===== src/rtl/bss_pkg.sv =====
// ============================================================================
// bss_pkg
// Shared types and fixed constants of the B-spline segment sampler.
// ============================================================================
package bss_pkg;

    // Width of the minimum spacing register (unsigned Q11.4).
    localparam int MIN_DIST_BITS = 15;

    // Per-segment flags that travel with a segment setup record.
    typedef struct packed {
        logic first_seg;
        logic final_seg;
    } seg_flags_t;

endpackage


===== src/rtl/bss_if.sv =====
// ============================================================================
// bss_if
// Valid/ready channels of the sampler: segment in, sample out, config write.
// ============================================================================

// Segment channel: three control points and the curve flags.
interface bss_seg_if #(parameter int COORD_BITS = 16);
    logic                         valid;
    logic                         ready;
    logic signed [COORD_BITS-1:0] p0_x;
    logic signed [COORD_BITS-1:0] p0_y;
    logic signed [COORD_BITS-1:0] p1_x;
    logic signed [COORD_BITS-1:0] p1_y;
    logic signed [COORD_BITS-1:0] p2_x;
    logic signed [COORD_BITS-1:0] p2_y;
    logic                         first_segment;
    logic                         final_segment;

    modport source (
        output valid, p0_x, p0_y, p1_x, p1_y, p2_x, p2_y, first_segment, final_segment,
        input  ready
    );
    modport sink (
        input  valid, p0_x, p0_y, p1_x, p1_y, p2_x, p2_y, first_segment, final_segment,
        output ready
    );
endinterface

// Sample channel: one evaluated point with its filter and run flags.
interface bss_smp_if #(parameter int COORD_BITS = 16);
    logic                         valid;
    logic                         ready;
    logic signed [COORD_BITS-1:0] out_x;
    logic signed [COORD_BITS-1:0] out_y;
    logic                         kept;
    logic                         last_of_run;

    modport source (output valid, out_x, out_y, kept, last_of_run, input ready);
    modport sink   (input valid, out_x, out_y, kept, last_of_run, output ready);
endinterface

// Configuration channel: write data of the minimum spacing register.
interface bss_cfg_if;
    logic                               valid;
    logic                               ready;
    logic [bss_pkg::MIN_DIST_BITS-1:0]  min_dist;

    modport source (output valid, min_dist, input ready);
    modport sink   (input valid, min_dist, output ready);
endinterface


===== src/rtl/bss_div.sv =====
// ============================================================================
// bss_div
// Floor division of a signed value by a fixed divisor through a reciprocal
// multiplication, with a quotient step followed by a remainder step. Gives
// the floor quotient (low bits only) and the nonnegative remainder.
// ============================================================================
module bss_div #(
    parameter  int DW      = 24,
    parameter  int QW      = 16,
    parameter  int DIVISOR = 800,
    localparam int RB      = $clog2(DIVISOR)
) (
    input  logic                 clk,
    input  logic                 rst_n,
    input  logic                 start,
    input  logic signed [DW-1:0] dividend,
    output logic                 busy,
    output logic [QW-1:0]        quo,
    output logic [RB-1:0]        rem
);

    // Magnitude bits, reciprocal shift, reciprocal width and quotient width.
    // With K = UW + RB the rounded-up reciprocal is exact for every magnitude.
    localparam int UW  = DW - 1;
    localparam int K   = UW + RB;
    localparam int MW  = UW + 2;
    localparam int QFW = UW + MW - K;
    localparam longint unsigned RECIP =
        ((64'd1 << K) + 64'(DIVISOR) - 64'd1) / 64'(DIVISOR);
    localparam logic [MW-1:0] RECIP_M = MW'(RECIP);
    localparam logic [UW-1:0] DIV_UW  = UW'(DIVISOR);
    localparam logic [RB-1:0] DIV_M1  = RB'(DIVISOR - 1);
    localparam logic [1:0]    PH_QUO  = 2'd2;
    localparam logic [1:0]    PH_REM  = 2'd1;

    logic             neg_reg;
    logic [UW-1:0]    mag_reg;
    logic [QFW-1:0]   q_reg;
    logic [RB-1:0]    r_reg;
    logic [1:0]       cnt_reg;

    logic [UW-1:0]    mag;
    logic [UW+MW-1:0] prod;
    logic [UW-1:0]    back_prod;
    logic [UW-1:0]    r_full;
    logic [QW-1:0]    q_ext;

    // A negative value is divided as its complement; the result is mapped back.
    assign mag       = dividend[DW-1] ? ~dividend[UW-1:0] : dividend[UW-1:0];
    assign prod      = mag_reg * RECIP_M;
    assign back_prod = UW'(q_reg) * DIV_UW;
    assign r_full    = mag_reg - back_prod;

    // Phase counter: quotient cycle, then remainder cycle.
    always_ff @(posedge clk or negedge rst_n)
    begin
        if (!rst_n)
        begin
            cnt_reg <= '0;
        end
        else if (start)
        begin
            cnt_reg <= PH_QUO;
        end
        else if (cnt_reg != '0)
        begin
            cnt_reg <= cnt_reg - 1'b1;
        end
    end

    // Magnitude, quotient and remainder registers.
    always_ff @(posedge clk)
    begin
        if (start)
        begin
            neg_reg <= dividend[DW-1];
            mag_reg <= mag;
        end
        else if (cnt_reg == PH_QUO)
        begin
            q_reg <= prod[UW+MW-1:K];
        end
        else if (cnt_reg == PH_REM)
        begin
            r_reg <= RB'(r_full);
        end
    end

    assign q_ext = QW'(q_reg);
    assign busy  = cnt_reg != '0;
    assign quo   = neg_reg ? ~q_ext : q_ext;
    assign rem   = neg_reg ? (DIV_M1 - r_reg) : r_reg;

endmodule


===== src/rtl/bss_front.sv =====
// ============================================================================
// bss_front
// Accepts a segment and builds its setup record: the start sample and the
// first and second forward differences, each as quotient and remainder of
// the fixed denominator 2*N^2.
// ============================================================================
module bss_front #(
    parameter  int SAMPLES_PER_SEGMENT = 20,
    parameter  int COORD_BITS          = 16,
    localparam int RB    = $clog2(2 * SAMPLES_PER_SEGMENT * SAMPLES_PER_SEGMENT),
    localparam int REC_W = 2 + 2 * (3 * COORD_BITS + 3 * RB)
) (
    input  logic             clk,
    input  logic             rst_n,
    bss_seg_if.sink          seg,
    output logic             push_valid,
    input  logic             push_ready,
    output logic [REC_W-1:0] push_data
);
    import bss_pkg::*;

    localparam int N     = SAMPLES_PER_SEGMENT;
    localparam int C     = COORD_BITS;
    localparam int DENOM = 2 * N * N;
    localparam int DW    = C + $clog2(2 * N) + 2;
    localparam logic signed [DW-1:0] TWO_N = DW'(2 * N);
    localparam logic [RB-1:0]        HALF  = RB'(N * N);

    typedef enum logic [1:0] {F_IDLE, F_PREP, F_DIV, F_PUSH} fstate_t;

    fstate_t            state_reg, state_next;
    seg_flags_t         flags_reg;
    logic signed [C-1:0] ax_reg, bx_reg, cx_reg, ay_reg, by_reg, cy_reg;

    logic               accept;
    logic               div_start;
    logic               busy_d1x, busy_d2x, busy_d1y, busy_d2y;
    logic signed [DW-1:0] d1x, d2x, d1y, d2y;
    logic signed [DW-1:0] ex, ey, ambx, amby;
    logic signed [C:0]    s0x, s0y;
    logic [C-1:0]         q1x, q2x, q1y, q2y;
    logic [RB-1:0]        r1x, r2x, r1y, r2y;
    logic [RB-1:0]        r0x, r0y;

    assign seg.ready = state_reg == F_IDLE;
    assign accept    = seg.valid && seg.ready;
    assign div_start = state_reg == F_PREP;

    // Control sequence: latch, start the dividers, wait, hand over the record.
    always_comb
    begin
        state_next = state_reg;
        unique case (state_reg)
            F_IDLE:
            begin
                if (accept)
                begin
                    state_next = F_PREP;
                end
            end
            F_PREP:
            begin
                state_next = F_DIV;
            end
            F_DIV:
            begin
                if (!(busy_d1x || busy_d2x || busy_d1y || busy_d2y))
                begin
                    state_next = F_PUSH;
                end
            end
            F_PUSH:
            begin
                if (push_ready)
                begin
                    state_next = F_IDLE;
                end
            end
            default:
            begin
                state_next = F_IDLE;
            end
        endcase
    end

    always_ff @(posedge clk or negedge rst_n)
    begin
        if (!rst_n)
        begin
            state_reg <= F_IDLE;
        end
        else
        begin
            state_reg <= state_next;
        end
    end

    // Control points of the segment being prepared.
    always_ff @(posedge clk)
    begin
        if (accept)
        begin
            ax_reg    <= seg.p0_x;
            bx_reg    <= seg.p1_x;
            cx_reg    <= seg.p2_x;
            ay_reg    <= seg.p0_y;
            by_reg    <= seg.p1_y;
            cy_reg    <= seg.p2_y;
            flags_reg <= '{first_seg: seg.first_segment, final_seg: seg.final_segment};
        end
    end

    // Differences: d1 = (P0 - 2P1 + P2) - 2N(P0 - P1), d2 = 2(P0 - 2P1 + P2).
    always_comb
    begin
        ambx = DW'(ax_reg) - DW'(bx_reg);
        amby = DW'(ay_reg) - DW'(by_reg);
        ex   = DW'(ax_reg) - (DW'(bx_reg) + DW'(bx_reg)) + DW'(cx_reg);
        ey   = DW'(ay_reg) - (DW'(by_reg) + DW'(by_reg)) + DW'(cy_reg);
        d1x  = ex - ambx * TWO_N;
        d1y  = ey - amby * TWO_N;
        d2x  = ex + ex;
        d2y  = ey + ey;
    end

    // Start sample: (P0 + P1 + 1) / 2 exactly, remainder N^2 when odd.
    assign s0x = (C + 1)'(ax_reg) + (C + 1)'(bx_reg) + (C + 1)'(1);
    assign s0y = (C + 1)'(ay_reg) + (C + 1)'(by_reg) + (C + 1)'(1);
    assign r0x = s0x[0] ? HALF : '0;
    assign r0y = s0y[0] ? HALF : '0;

    bss_div #(.DW(DW), .QW(C), .DIVISOR(DENOM)) u_div_d1x (
        .clk(clk), .rst_n(rst_n), .start(div_start), .dividend(d1x),
        .busy(busy_d1x), .quo(q1x), .rem(r1x)
    );
    bss_div #(.DW(DW), .QW(C), .DIVISOR(DENOM)) u_div_d2x (
        .clk(clk), .rst_n(rst_n), .start(div_start), .dividend(d2x),
        .busy(busy_d2x), .quo(q2x), .rem(r2x)
    );
    bss_div #(.DW(DW), .QW(C), .DIVISOR(DENOM)) u_div_d1y (
        .clk(clk), .rst_n(rst_n), .start(div_start), .dividend(d1y),
        .busy(busy_d1y), .quo(q1y), .rem(r1y)
    );
    bss_div #(.DW(DW), .QW(C), .DIVISOR(DENOM)) u_div_d2y (
        .clk(clk), .rst_n(rst_n), .start(div_start), .dividend(d2y),
        .busy(busy_d2y), .quo(q2y), .rem(r2y)
    );

    // Setup record: flags, then x and y, each as start, first and second step.
    assign push_valid = state_reg == F_PUSH;
    assign push_data  = {flags_reg,
                         s0x[C:1], r0x, q1x, r1x, q2x, r2x,
                         s0y[C:1], r0y, q1y, r1y, q2y, r2y};

endmodule


===== src/rtl/bss_queue.sv =====
// ============================================================================
// bss_queue
// Small first-in first-out buffer of segment setup records between the
// front and the back.
// ============================================================================
module bss_queue #(
    parameter int W     = 130,
    parameter int DEPTH = 2
) (
    input  logic         clk,
    input  logic         rst_n,
    input  logic         push_valid,
    output logic         push_ready,
    input  logic [W-1:0] push_data,
    output logic         pop_valid,
    input  logic         pop_ready,
    output logic [W-1:0] pop_data
);

    localparam int PW = $clog2(DEPTH);
    localparam int CW = $clog2(DEPTH + 1);

    logic [W-1:0]  mem [DEPTH];
    logic [PW-1:0] wr_ptr_reg, rd_ptr_reg;
    logic [CW-1:0] count_reg;
    logic          do_push, do_pop;

    assign push_ready = count_reg != CW'(DEPTH);
    assign pop_valid  = count_reg != '0;
    assign do_push    = push_valid && push_ready;
    assign do_pop     = pop_valid && pop_ready;
    assign pop_data   = mem[rd_ptr_reg];

    // Pointers and fill level.
    always_ff @(posedge clk or negedge rst_n)
    begin
        if (!rst_n)
        begin
            wr_ptr_reg <= '0;
            rd_ptr_reg <= '0;
            count_reg  <= '0;
        end
        else
        begin
            if (do_push)
            begin
                wr_ptr_reg <= (wr_ptr_reg == PW'(DEPTH - 1)) ? '0 : wr_ptr_reg + 1'b1;
            end
            if (do_pop)
            begin
                rd_ptr_reg <= (rd_ptr_reg == PW'(DEPTH - 1)) ? '0 : rd_ptr_reg + 1'b1;
            end
            if (do_push && !do_pop)
            begin
                count_reg <= count_reg + 1'b1;
            end
            else if (do_pop && !do_push)
            begin
                count_reg <= count_reg - 1'b1;
            end
        end
    end

    // Record storage.
    always_ff @(posedge clk)
    begin
        if (do_push)
        begin
            mem[wr_ptr_reg] <= push_data;
        end
    end

endmodule


===== src/rtl/bss_back.sv =====
// ============================================================================
// bss_back
// Steps through the samples of a segment by forward differencing in
// quotient and remainder form, applies the spacing filter against the last
// kept point and holds the result in an output register.
// ============================================================================
module bss_back #(
    parameter  int SAMPLES_PER_SEGMENT = 20,
    parameter  int COORD_BITS          = 16,
    localparam int RB    = $clog2(2 * SAMPLES_PER_SEGMENT * SAMPLES_PER_SEGMENT),
    localparam int REC_W = 2 + 2 * (3 * COORD_BITS + 3 * RB)
) (
    input  logic             clk,
    input  logic             rst_n,
    input  logic             pop_valid,
    output logic             pop_ready,
    input  logic [REC_W-1:0] pop_data,
    bss_smp_if.source        sample,
    bss_cfg_if.sink          cfg
);
    import bss_pkg::*;

    localparam int N  = SAMPLES_PER_SEGMENT;
    localparam int C  = COORD_BITS;
    localparam int JW = $clog2(N + 1);
    localparam int MD = MIN_DIST_BITS;
    localparam int CW = (C > MD) ? C : MD;
    localparam logic [RB:0] D_EXT = (RB + 1)'(2 * N * N);

    typedef enum logic {B_IDLE, B_RUN} bstate_t;

    // Adds a step to a value, both held as quotient and remainder of 2*N^2.
    function automatic logic [C+RB-1:0] mix_add(
        input logic [C-1:0]  q,
        input logic [RB-1:0] r,
        input logic [C-1:0]  dq,
        input logic [RB-1:0] dr
    );
        logic [RB:0] rs;
        logic        carry;
        rs    = {1'b0, r} + {1'b0, dr};
        carry = rs >= D_EXT;
        if (carry)
        begin
            rs = rs - D_EXT;
        end
        return {q + dq + C'(carry), rs[RB-1:0]};
    endfunction

    // Unpacked setup record from the queue.
    seg_flags_t    rec_flags;
    logic [C-1:0]  rq0x, rq1x, rq2x, rq0y, rq1y, rq2y;
    logic [RB-1:0] rr0x, rr1x, rr2x, rr0y, rr1y, rr2y;

    assign {rec_flags,
            rq0x, rr0x, rq1x, rr1x, rq2x, rr2x,
            rq0y, rr0y, rq1y, rr1y, rq2y, rr2y} = pop_data;

    // Sequencer state and difference engine.
    bstate_t       state_reg, state_next;
    logic [JW-1:0] j_reg, j_next;
    seg_flags_t    flags_reg, flags_next;
    logic [C-1:0]  qx_reg, qx_next, dqx_reg, dqx_next, ddqx_reg, ddqx_next;
    logic [RB-1:0] rx_reg, rx_next, drx_reg, drx_next, ddrx_reg, ddrx_next;
    logic [C-1:0]  qy_reg, qy_next, dqy_reg, dqy_next, ddqy_reg, ddqy_next;
    logic [RB-1:0] ry_reg, ry_next, dry_reg, dry_next, ddry_reg, ddry_next;

    // Sample stage.
    logic          s_valid_reg, s_valid_next;
    logic [C-1:0]  s_x_reg, s_x_next, s_y_reg, s_y_next;
    logic          s_last_reg, s_last_next, s_clr_reg, s_clr_next;

    // Filter state and output register.
    logic          have_reg, have_next;
    logic [C-1:0]  lk_x_reg, lk_x_next, lk_y_reg, lk_y_next;
    logic          out_valid_reg, out_valid_next;
    logic [C-1:0]  out_x_reg, out_x_next, out_y_reg, out_y_next;
    logic          out_kept_reg, out_kept_next, out_last_reg, out_last_next;

    // Configuration.
    logic [MD-1:0]   min_dist_reg;
    logic [2*MD-1:0] min_sq_reg;

    logic            advance, is_last, load, emit;
    logic signed [C:0] dx, dy;
    logic [C-1:0]    ax, ay;
    logic [MD-1:0]   axs, ays;
    logic [2*MD-1:0] sqx, sqy;
    logic [2*MD:0]   dist_sq;
    logic            far, keep, hp;

    assign advance   = !out_valid_reg || sample.ready;
    assign is_last   = j_reg == (flags_reg.final_seg ? JW'(N) : JW'(N - 1));
    assign load      = pop_valid && (state_reg == B_IDLE || (state_reg == B_RUN && advance
                                                                && is_last));
    assign emit      = state_reg == B_RUN && advance;
    assign pop_ready = load;

    // Spacing filter: per-axis coarse test, then squared distance.
    always_comb
    begin
        dx      = (C + 1)'($signed(s_x_reg)) - (C + 1)'($signed(lk_x_reg));
        dy      = (C + 1)'($signed(s_y_reg)) - (C + 1)'($signed(lk_y_reg));
        ax      = dx[C] ? C'(-dx) : C'(dx);
        ay      = dy[C] ? C'(-dy) : C'(dy);
        axs     = MD'(ax);
        ays     = MD'(ay);
        sqx     = axs * axs;
        sqy     = ays * ays;
        dist_sq = {1'b0, sqx} + {1'b0, sqy};
        far     = (CW'(ax) > CW'(min_dist_reg)) || (CW'(ay) > CW'(min_dist_reg))
                  || (dist_sq > {1'b0, min_sq_reg});
        hp      = have_reg && !s_clr_reg;
        keep    = !hp || far;
    end

    // Next-state logic of all three stages.
    always_comb
    begin
        state_next     = state_reg;
        j_next         = j_reg;
        flags_next     = flags_reg;
        qx_next        = qx_reg;
        rx_next        = rx_reg;
        dqx_next       = dqx_reg;
        drx_next       = drx_reg;
        ddqx_next      = ddqx_reg;
        ddrx_next      = ddrx_reg;
        qy_next        = qy_reg;
        ry_next        = ry_reg;
        dqy_next       = dqy_reg;
        dry_next       = dry_reg;
        ddqy_next      = ddqy_reg;
        ddry_next      = ddry_reg;
        s_valid_next   = s_valid_reg;
        s_x_next       = s_x_reg;
        s_y_next       = s_y_reg;
        s_last_next    = s_last_reg;
        s_clr_next     = s_clr_reg;
        have_next      = have_reg;
        lk_x_next      = lk_x_reg;
        lk_y_next      = lk_y_reg;
        out_valid_next = out_valid_reg;
        out_x_next     = out_x_reg;
        out_y_next     = out_y_reg;
        out_kept_next  = out_kept_reg;
        out_last_next  = out_last_reg;

        // Emit the current sample and step to the next one.
        if (emit)
        begin
            s_valid_next = 1'b1;
            s_x_next     = qx_reg;
            s_y_next     = qy_reg;
            s_last_next  = is_last;
            s_clr_next   = flags_reg.first_seg && (j_reg == '0);
            j_next       = j_reg + 1'b1;
            {qx_next, rx_next}   = mix_add(qx_reg, rx_reg, dqx_reg, drx_reg);
            {dqx_next, drx_next} = mix_add(dqx_reg, drx_reg, ddqx_reg, ddrx_reg);
            {qy_next, ry_next}   = mix_add(qy_reg, ry_reg, dqy_reg, dry_reg);
            {dqy_next, dry_next} = mix_add(dqy_reg, dry_reg, ddqy_reg, ddry_reg);
            if (is_last)
            begin
                state_next = B_IDLE;
            end
        end
        else if (advance)
        begin
            s_valid_next = 1'b0;
        end

        // Take the next setup record.
        if (load)
        begin
            state_next = B_RUN;
            j_next     = '0;
            flags_next = rec_flags;
            qx_next    = rq0x;
            rx_next    = rr0x;
            dqx_next   = rq1x;
            drx_next   = rr1x;
            ddqx_next  = rq2x;
            ddrx_next  = rr2x;
            qy_next    = rq0y;
            ry_next    = rr0y;
            dqy_next   = rq1y;
            dry_next   = rr1y;
            ddqy_next  = rq2y;
            ddry_next  = rr2y;
        end

        // Filter the staged sample into the output register.
        if (advance)
        begin
            out_valid_next = s_valid_reg;
            if (s_valid_reg)
            begin
                out_x_next    = s_x_reg;
                out_y_next    = s_y_reg;
                out_kept_next = keep;
                out_last_next = s_last_reg;
                if (keep)
                begin
                    have_next = 1'b1;
                    lk_x_next = s_x_reg;
                    lk_y_next = s_y_reg;
                end
            end
        end
    end

    // Control state and filter state.
    always_ff @(posedge clk or negedge rst_n)
    begin
        if (!rst_n)
        begin
            state_reg     <= B_IDLE;
            j_reg         <= '0;
            s_valid_reg   <= 1'b0;
            out_valid_reg <= 1'b0;
            have_reg      <= 1'b0;
            lk_x_reg      <= '0;
            lk_y_reg      <= '0;
            min_dist_reg  <= '0;
            min_sq_reg    <= '0;
        end
        else
        begin
            state_reg     <= state_next;
            j_reg         <= j_next;
            s_valid_reg   <= s_valid_next;
            out_valid_reg <= out_valid_next;
            have_reg      <= have_next;
            lk_x_reg      <= lk_x_next;
            lk_y_reg      <= lk_y_next;
            if (cfg.valid)
            begin
                min_dist_reg <= cfg.min_dist;
            end
            min_sq_reg    <= min_dist_reg * min_dist_reg;
        end
    end

    // Datapath registers.
    always_ff @(posedge clk)
    begin
        flags_reg    <= flags_next;
        qx_reg       <= qx_next;
        rx_reg       <= rx_next;
        dqx_reg      <= dqx_next;
        drx_reg      <= drx_next;
        ddqx_reg     <= ddqx_next;
        ddrx_reg     <= ddrx_next;
        qy_reg       <= qy_next;
        ry_reg       <= ry_next;
        dqy_reg      <= dqy_next;
        dry_reg      <= dry_next;
        ddqy_reg     <= ddqy_next;
        ddry_reg     <= ddry_next;
        s_x_reg      <= s_x_next;
        s_y_reg      <= s_y_next;
        s_last_reg   <= s_last_next;
        s_clr_reg    <= s_clr_next;
        out_x_reg    <= out_x_next;
        out_y_reg    <= out_y_next;
        out_kept_reg <= out_kept_next;
        out_last_reg <= out_last_next;
    end

    assign cfg.ready          = 1'b1;
    assign sample.valid       = out_valid_reg;
    assign sample.out_x       = out_x_reg;
    assign sample.out_y       = out_y_reg;
    assign sample.kept        = out_kept_reg;
    assign sample.last_of_run = out_last_reg;

endmodule


===== src/rtl/bspline_segment_sampler.sv =====
// ============================================================================
// bspline_segment_sampler
// Tessellates quadratic uniform B-spline segments into samples with a
// minimum-spacing filter against the last kept point.
//
//   Channel | Dir | Word
//   --------+-----+------------------------------------------------------
//   seg     | in  | p0..p2 x/y, first_segment, final_segment
//   sample  | out | out_x, out_y, kept, last_of_run (N or N+1 words/seg)
//   cfg     | in  | min_dist (always ready)
//
// The back emits one sample word per cycle while the sample channel is not
// stalled: a segment gives N words, N+1 on a final segment, and consecutive
// segments follow without a gap while the setup queue holds the next one.
// The front takes each segment through its states in order: accepting it,
// a setup state, a wait in its reciprocal dividers and the hand-over of
// the record to the queue. Reset clears all control state; no clearing
// pass is needed. A stalled sample channel stops the back from emitting;
// the two-entry queue lets the front keep preparing segments meanwhile.
// ============================================================================
module bspline_segment_sampler #(
    parameter int SAMPLES_PER_SEGMENT = 20,
    parameter int COORD_BITS          = 16
) (
    input  logic       clk,
    input  logic       rst_n,
    bss_seg_if.sink    seg,
    bss_smp_if.source  sample,
    bss_cfg_if.sink    cfg
);

    localparam int RB    = $clog2(2 * SAMPLES_PER_SEGMENT * SAMPLES_PER_SEGMENT);
    localparam int REC_W = 2 + 2 * (3 * COORD_BITS + 3 * RB);

    logic             push_valid, push_ready, pop_valid, pop_ready;
    logic [REC_W-1:0] push_data, pop_data;

    // Front: segment intake and setup computation.
    bss_front #(
        .SAMPLES_PER_SEGMENT(SAMPLES_PER_SEGMENT),
        .COORD_BITS(COORD_BITS)
    ) u_front (
        .clk(clk),
        .rst_n(rst_n),
        .seg(seg),
        .push_valid(push_valid),
        .push_ready(push_ready),
        .push_data(push_data)
    );

    // Setup record queue.
    bss_queue #(
        .W(REC_W),
        .DEPTH(2)
    ) u_queue (
        .clk(clk),
        .rst_n(rst_n),
        .push_valid(push_valid),
        .push_ready(push_ready),
        .push_data(push_data),
        .pop_valid(pop_valid),
        .pop_ready(pop_ready),
        .pop_data(pop_data)
    );

    // Back: sample stepping, spacing filter and output register.
    bss_back #(
        .SAMPLES_PER_SEGMENT(SAMPLES_PER_SEGMENT),
        .COORD_BITS(COORD_BITS)
    ) u_back (
        .clk(clk),
        .rst_n(rst_n),
        .pop_valid(pop_valid),
        .pop_ready(pop_ready),
        .pop_data(pop_data),
        .sample(sample),
        .cfg(cfg)
    );

endmodule

===== src/flat_wrapper.sv =====
// flat-port wrapper written by rule: the top's interface ports become plain ports
module bspline_segment_sampler_flat 
#(
    parameter int SAMPLES_PER_SEGMENT = 20,
    parameter int COORD_BITS          = 16
)
  (clk, rst_n, seg_valid, seg_p0_x, seg_p0_y, seg_p1_x, seg_p1_y, seg_p2_x, seg_p2_y, seg_first_segment, seg_final_segment, seg_ready, sample_valid, sample_out_x, sample_out_y, sample_kept, sample_last_of_run, sample_ready, cfg_valid, cfg_min_dist, cfg_ready);
  bss_seg_if #(.COORD_BITS(COORD_BITS)) seg_i ();
  bss_smp_if #(.COORD_BITS(COORD_BITS)) sample_i ();
  bss_cfg_if cfg_i ();
  input  logic clk;
  input  logic rst_n;
  input wire logic [$bits(seg_i.valid)-1:0] seg_valid;
  input wire logic [$bits(seg_i.p0_x)-1:0] seg_p0_x;
  input wire logic [$bits(seg_i.p0_y)-1:0] seg_p0_y;
  input wire logic [$bits(seg_i.p1_x)-1:0] seg_p1_x;
  input wire logic [$bits(seg_i.p1_y)-1:0] seg_p1_y;
  input wire logic [$bits(seg_i.p2_x)-1:0] seg_p2_x;
  input wire logic [$bits(seg_i.p2_y)-1:0] seg_p2_y;
  input wire logic [$bits(seg_i.first_segment)-1:0] seg_first_segment;
  input wire logic [$bits(seg_i.final_segment)-1:0] seg_final_segment;
  output wire logic [$bits(seg_i.ready)-1:0] seg_ready;
  output wire logic [$bits(sample_i.valid)-1:0] sample_valid;
  output wire logic [$bits(sample_i.out_x)-1:0] sample_out_x;
  output wire logic [$bits(sample_i.out_y)-1:0] sample_out_y;
  output wire logic [$bits(sample_i.kept)-1:0] sample_kept;
  output wire logic [$bits(sample_i.last_of_run)-1:0] sample_last_of_run;
  input wire logic [$bits(sample_i.ready)-1:0] sample_ready;
  input wire logic [$bits(cfg_i.valid)-1:0] cfg_valid;
  input wire logic [$bits(cfg_i.min_dist)-1:0] cfg_min_dist;
  output wire logic [$bits(cfg_i.ready)-1:0] cfg_ready;
  assign seg_i.valid = seg_valid;
  assign seg_i.p0_x = seg_p0_x;
  assign seg_i.p0_y = seg_p0_y;
  assign seg_i.p1_x = seg_p1_x;
  assign seg_i.p1_y = seg_p1_y;
  assign seg_i.p2_x = seg_p2_x;
  assign seg_i.p2_y = seg_p2_y;
  assign seg_i.first_segment = seg_first_segment;
  assign seg_i.final_segment = seg_final_segment;
  assign seg_ready = seg_i.ready;
  assign sample_valid = sample_i.valid;
  assign sample_out_x = sample_i.out_x;
  assign sample_out_y = sample_i.out_y;
  assign sample_kept = sample_i.kept;
  assign sample_last_of_run = sample_i.last_of_run;
  assign sample_i.ready = sample_ready;
  assign cfg_i.valid = cfg_valid;
  assign cfg_i.min_dist = cfg_min_dist;
  assign cfg_ready = cfg_i.ready;
  bspline_segment_sampler #(.SAMPLES_PER_SEGMENT(SAMPLES_PER_SEGMENT), .COORD_BITS(COORD_BITS)) u_core (.clk(clk), .rst_n(rst_n), .seg(seg_i), .sample(sample_i), .cfg(cfg_i));
endmodule

===== config.mk =====
export PLATFORM = sky130hd
export DESIGN_NAME = bspline_segment_sampler_flat
export DESIGN_NICKNAME = d
export VERILOG_FILES = /design/src/rtl/bss_pkg.sv /design/src/rtl/bss_if.sv /design/src/rtl/bss_div.sv /design/src/rtl/bss_front.sv /design/src/rtl/bss_queue.sv /design/src/rtl/bss_back.sv /design/src/rtl/bspline_segment_sampler.sv /design/src/flat_wrapper.sv
export SDC_FILE = /design/constraint.sdc
export NUM_CORES = 2
export LEC_CHECK = 0
export BUFFER_PORTS_ARGS = -buffer_cell sky130_fd_sc_hd__buf_4
export CORE_MARGIN = 1.5
export CORE_UTILIZATION = 70
export DETAILED_ROUTE_END_ITERATION = 6
export GPL_TIMING_DRIVEN = 1
export PLACE_DENSITY = 0.91
export SLEW_MARGIN = 0
export SYNTH_ARGS = -nofsm -noshare
export SYNTH_HDL_FRONTEND = slang
export SYNTH_SLANG_ARGS = --single-unit
export TNS_END_PERCENT = 30

===== constraint.sdc =====
create_clock -name clk -period 19.36 [get_ports clk]
set_input_delay 3.872 -clock clk [delete_from_list [all_inputs] [get_ports clk]]
set_output_delay 3.872 -clock clk [all_outputs]
set_load 0.05 [all_outputs]

==> metrics.csv <==
stage,metric,value,unit
yosys,Post-synth EDFFs,778,
timing,RSZ-0062 raised after global routing,no,
cts,"CTS clk-pin slew, worst paths",60,ps
layout,Final #Nets,12600,
floorplan,IO Pins,155,
timing,slew margin rel.,9.71,%
placed_design,number of port buffers,153,
timing,worst setup margin,4380,ps
yosys,synthesized-area fraction occupied by adder cells,45.3,%
layout,Layout area overhead,6.62,%
timing,setup_tns,0,ps
cts,postcts setup bufs,0,
critical_path,largest stage delay on the critical path,740,ps
cts,Inserted Clock Buffers,92,
floorplan,row count,139,
yosys,largest family of logic cells by synthesized area,adder cells,
floorplan,initial core utilization,70.5,%
critical_path,Critical Path Sink Type,flip-flop,
routing,antenna-violating nets left,0,
worst_hold_path,hold path depth,0,
routing,post-DR wirelength/cell,21.3,microns
placed_design,DPL Wire Length,200,mm
yosys,cells after synthesis,9394,
timing,Final Hold Viols,0,
global_route,initial antenna violation count,4,
critical_path,critical path's slowest cell,xor2_1,
routing,DRC Markers,9,
routing,routed vias/inst,5.88,
floorplan,Die H,383,microns
critical_path,worst-path fanout max,33,
routing,DRT Wirelength,246,mm
floorplan,Core Region,143000,sq um
floorplan,die span in x,383,microns
timing,Max Freq,0.0668,GHz
yosys,share of the synthesized area in the top cell type,25.2,%
layout,ANT cells,0,
yosys,Synth cell types,96,
critical_path,CP dominant cell by count,fa_1,
routing,initial drt markers,5934,
run_status,status,"finished, violations left",
routing,vias,67900,
critical_path,Crit Path Category,reg -> reg,
cts,CTS tree,yes,
cts,"Clk Latency, worst-skew pair",730,ps
routing,drt first pass iters,7,
timing,Tcrit/Tclk final,77.4,%
yosys,leading post-synthesis cells by cell area,"fa_1 25%, edfxtp_1 23%, ha_1 20%",
timing,Max Transition Viols Final,0,
placed_design,GP Congestion,1.03,
placed_design,Post-Place Worst Slack,4600,ps
global_route,GRT Total Usage,34.4,%
cts,H-tree depth,3,
run_status,failing checks,DRC,
critical_path,R2R cell count,50,
critical_path,"Req. time, crit path",19940,ps
timing,Worst Skew,47.6,ps
yosys,post-synthesis mux area share,1.78,%
cts,hold_buf cts,0,
yosys,Synth Area in Compound Gates,7.10,%
global_route,"Remaining Overflow, GRT",0,
yosys,yosys warns,0,
yosys,"Async S/R FF share, synth",11.3,%
yosys,sequential share of the synthesized area,25.6,%
critical_path,Startpoint Class,flip-flop,
critical_path,WP data arrival,15560,ps
job,max-cap violations,0,
floorplan,die area,147000,sq um
cts,Max clock buf depth,3,
worst_hold_path,class of the worst hold path,reg -> reg,
timing,Period minus WS final,14980,ps
yosys,Post-Synth Simple-Gate Area,6.22,%
global_route,first-pass GRT wire length,390,mm
timing,endpoints failing setup,0,
yosys,Seq cells post-synth,877,
global_route,vias in the first global route,73300,
cts,clk root buf,clkbuf_16,
yosys,average cell area after synthesis,10.8,sq um
yosys,Synth Area in XOR/XNOR,5.05,%
cts,Clock Sink Count,877,
timing,actual slew at the worst max-slew pin,1350,ps
global_route,largest net degree at the start of global routing,84,
yosys,Synth Flop Type,edfxtp_1,
yosys,"area leader, netlist",fa_1,
yosys,Mapped Area,101000,sq um
layout,max FFs per register,272,
cts,post_cts resized,0,
layout,layout cells sized above 1,5.45,%
critical path, delay by kind of cell, from the launching register on:
| kind | cells | cell delay [ps] |
|---|---|---|
| AND/OR/NAND/NOR | 6 | 1140 |
| multiplexers | 2 | 680 |
| adder cells (fa/ha/maj) | 12 | 5160 |
| AO/OA/AOI/OAI | 20 | 5190 |
| XOR/XNOR | 3 | 1100 |
| flip-flops | 1 | 370 |
| buffers and inverters | 7 | 1150 |
metrics by stage:
step	hold WS [ps]	utilization [%]	instance area, sq um	std cells
finish	461	75.1	108000	11600
global placement	427	72.9	104000	11400
global route	468	75.1	108000	11600
CTS	460	75.1	108000	11600
detailed placement	431	72.9	104000	11400
floorplan	400	-	101000	9395
kinds of logic (layout without fill, tap and decap cells):
logic type	count (synthesis)	in the layout
DFF	877	877
adders and majority gates	2892	2892
and+or+nand+nor	1338	1338
buffers and inverters	2405	2660
xor gates and xnor gates	581	581
muxes	168	168
other	2	3
AOI/OAI and AO/OA	1131	1131
worst paths after layout:
| check | start | endpoint | slack (ps) |
|---|---|---|---|
| setup / recovery | u_core.u_back.s_x_reg[0]$_DFFE_PP_ | u_core.u_back.lk_y_reg[11]$_DFFE_PN0P_ | 4380 |
| hold / removal | u_core.u_back.qx_reg[11]$_DFFE_PP_ | u_core.u_back.s_x_reg[11]$_DFFE_PP_ | 460 |
| setup reg to reg | u_core.u_back.s_x_reg[0]$_DFFE_PP_ | u_core.u_back.lk_y_reg[11]$_DFFE_PN0P_ | 4380 |
| hold reg to reg | u_core.u_back.qx_reg[11]$_DFFE_PP_ | u_core.u_back.s_x_reg[11]$_DFFE_PP_ | 460 |
| max in group asynchronous | rst_n | u_core.u_queue.rd_ptr_reg$_DFFE_PN0P_ | 14780 |
| min in group asynchronous | rst_n | u_core.u_back.min_sq_reg[8]$_DFF_PN0_ | 3160 |
synth_stat cells, drive strengths merged, types with 9 or more instances:
| cell | count |
|---|---|
| a2111oi | 11 |
| a211oi | 39 |
| a21boi | 32 |
| a21o | 146 |
| a21oi | 364 |
| a22oi | 10 |
| a31o | 12 |
| a31oi | 35 |
| and2 | 30 |
| and3 | 33 |
| buf | 25 |
| clkbuf | 93 |
| clkinv | 16 |
| dfrtp | 99 |
| edfxtp | 778 |
| fa | 1271 |
| ha | 1621 |
| inv | 2271 |
| mux2 | 89 |
| mux2i | 79 |
| nand2 | 356 |
| nand2b | 64 |
| nand3 | 64 |
| nand4 | 38 |
| nor2 | 469 |
| nor2b | 70 |
| nor3 | 83 |
| nor3b | 13 |
| nor4 | 20 |
| o2111ai | 10 |
| o211ai | 23 |
| o21a | 39 |
| o21ai | 240 |
| o21bai | 51 |
| o22ai | 9 |
| o31ai | 21 |
| or2 | 36 |
| or3 | 20 |
| xnor2 | 346 |
| xor2 | 235 |
final cells by class:
class / count / area (sq um)
Timing Repair Buffer: 202 / 1520
Clock inverter: 58 / 776
Tap cell: 1903 / 2380
Sequential cell: 877 / 25800
Multi-Input combinational cell: 6113 / 66100
Clock buffer: 113 / 2440
Inverter: 2287 / 8590
Fill cell: 9017 / 35600
metal layers:
layer	global-route usage, %	vias up	part of all wire [%]
met5	0	-	0.0053
met1	44.6	33800	39
li1	-	30800	-
met4	12.2	2	4.0
met3	6.14	574	8.2
met2	58.3	2790	49
cell usage in the layout (no fill, tap or decap), drive strengths merged, types with 33 or more instances in the layout:
master / instances
nor3: 83
inv: 2282
and3: 33
nor2b: 70
xnor2: 346
dfrtp: 99
buf: 202
clkbuf: 113
mux2: 89
o21ai: 240
a31oi: 35
nand2: 356
o21a: 39
nand3: 64
a21o: 146
or2: 36
mux2i: 79
o21bai: 51
fa: 1271
ha: 1621
nand4: 38
clkinv: 40
a211oi: 39
xor2: 235
nand2b: 64
edfxtp: 778
a21oi: 364
nor2: 469
Power is not shown: default switching activity piles up to over one toggle a cycle in this logic, so the estimate is an artifact.
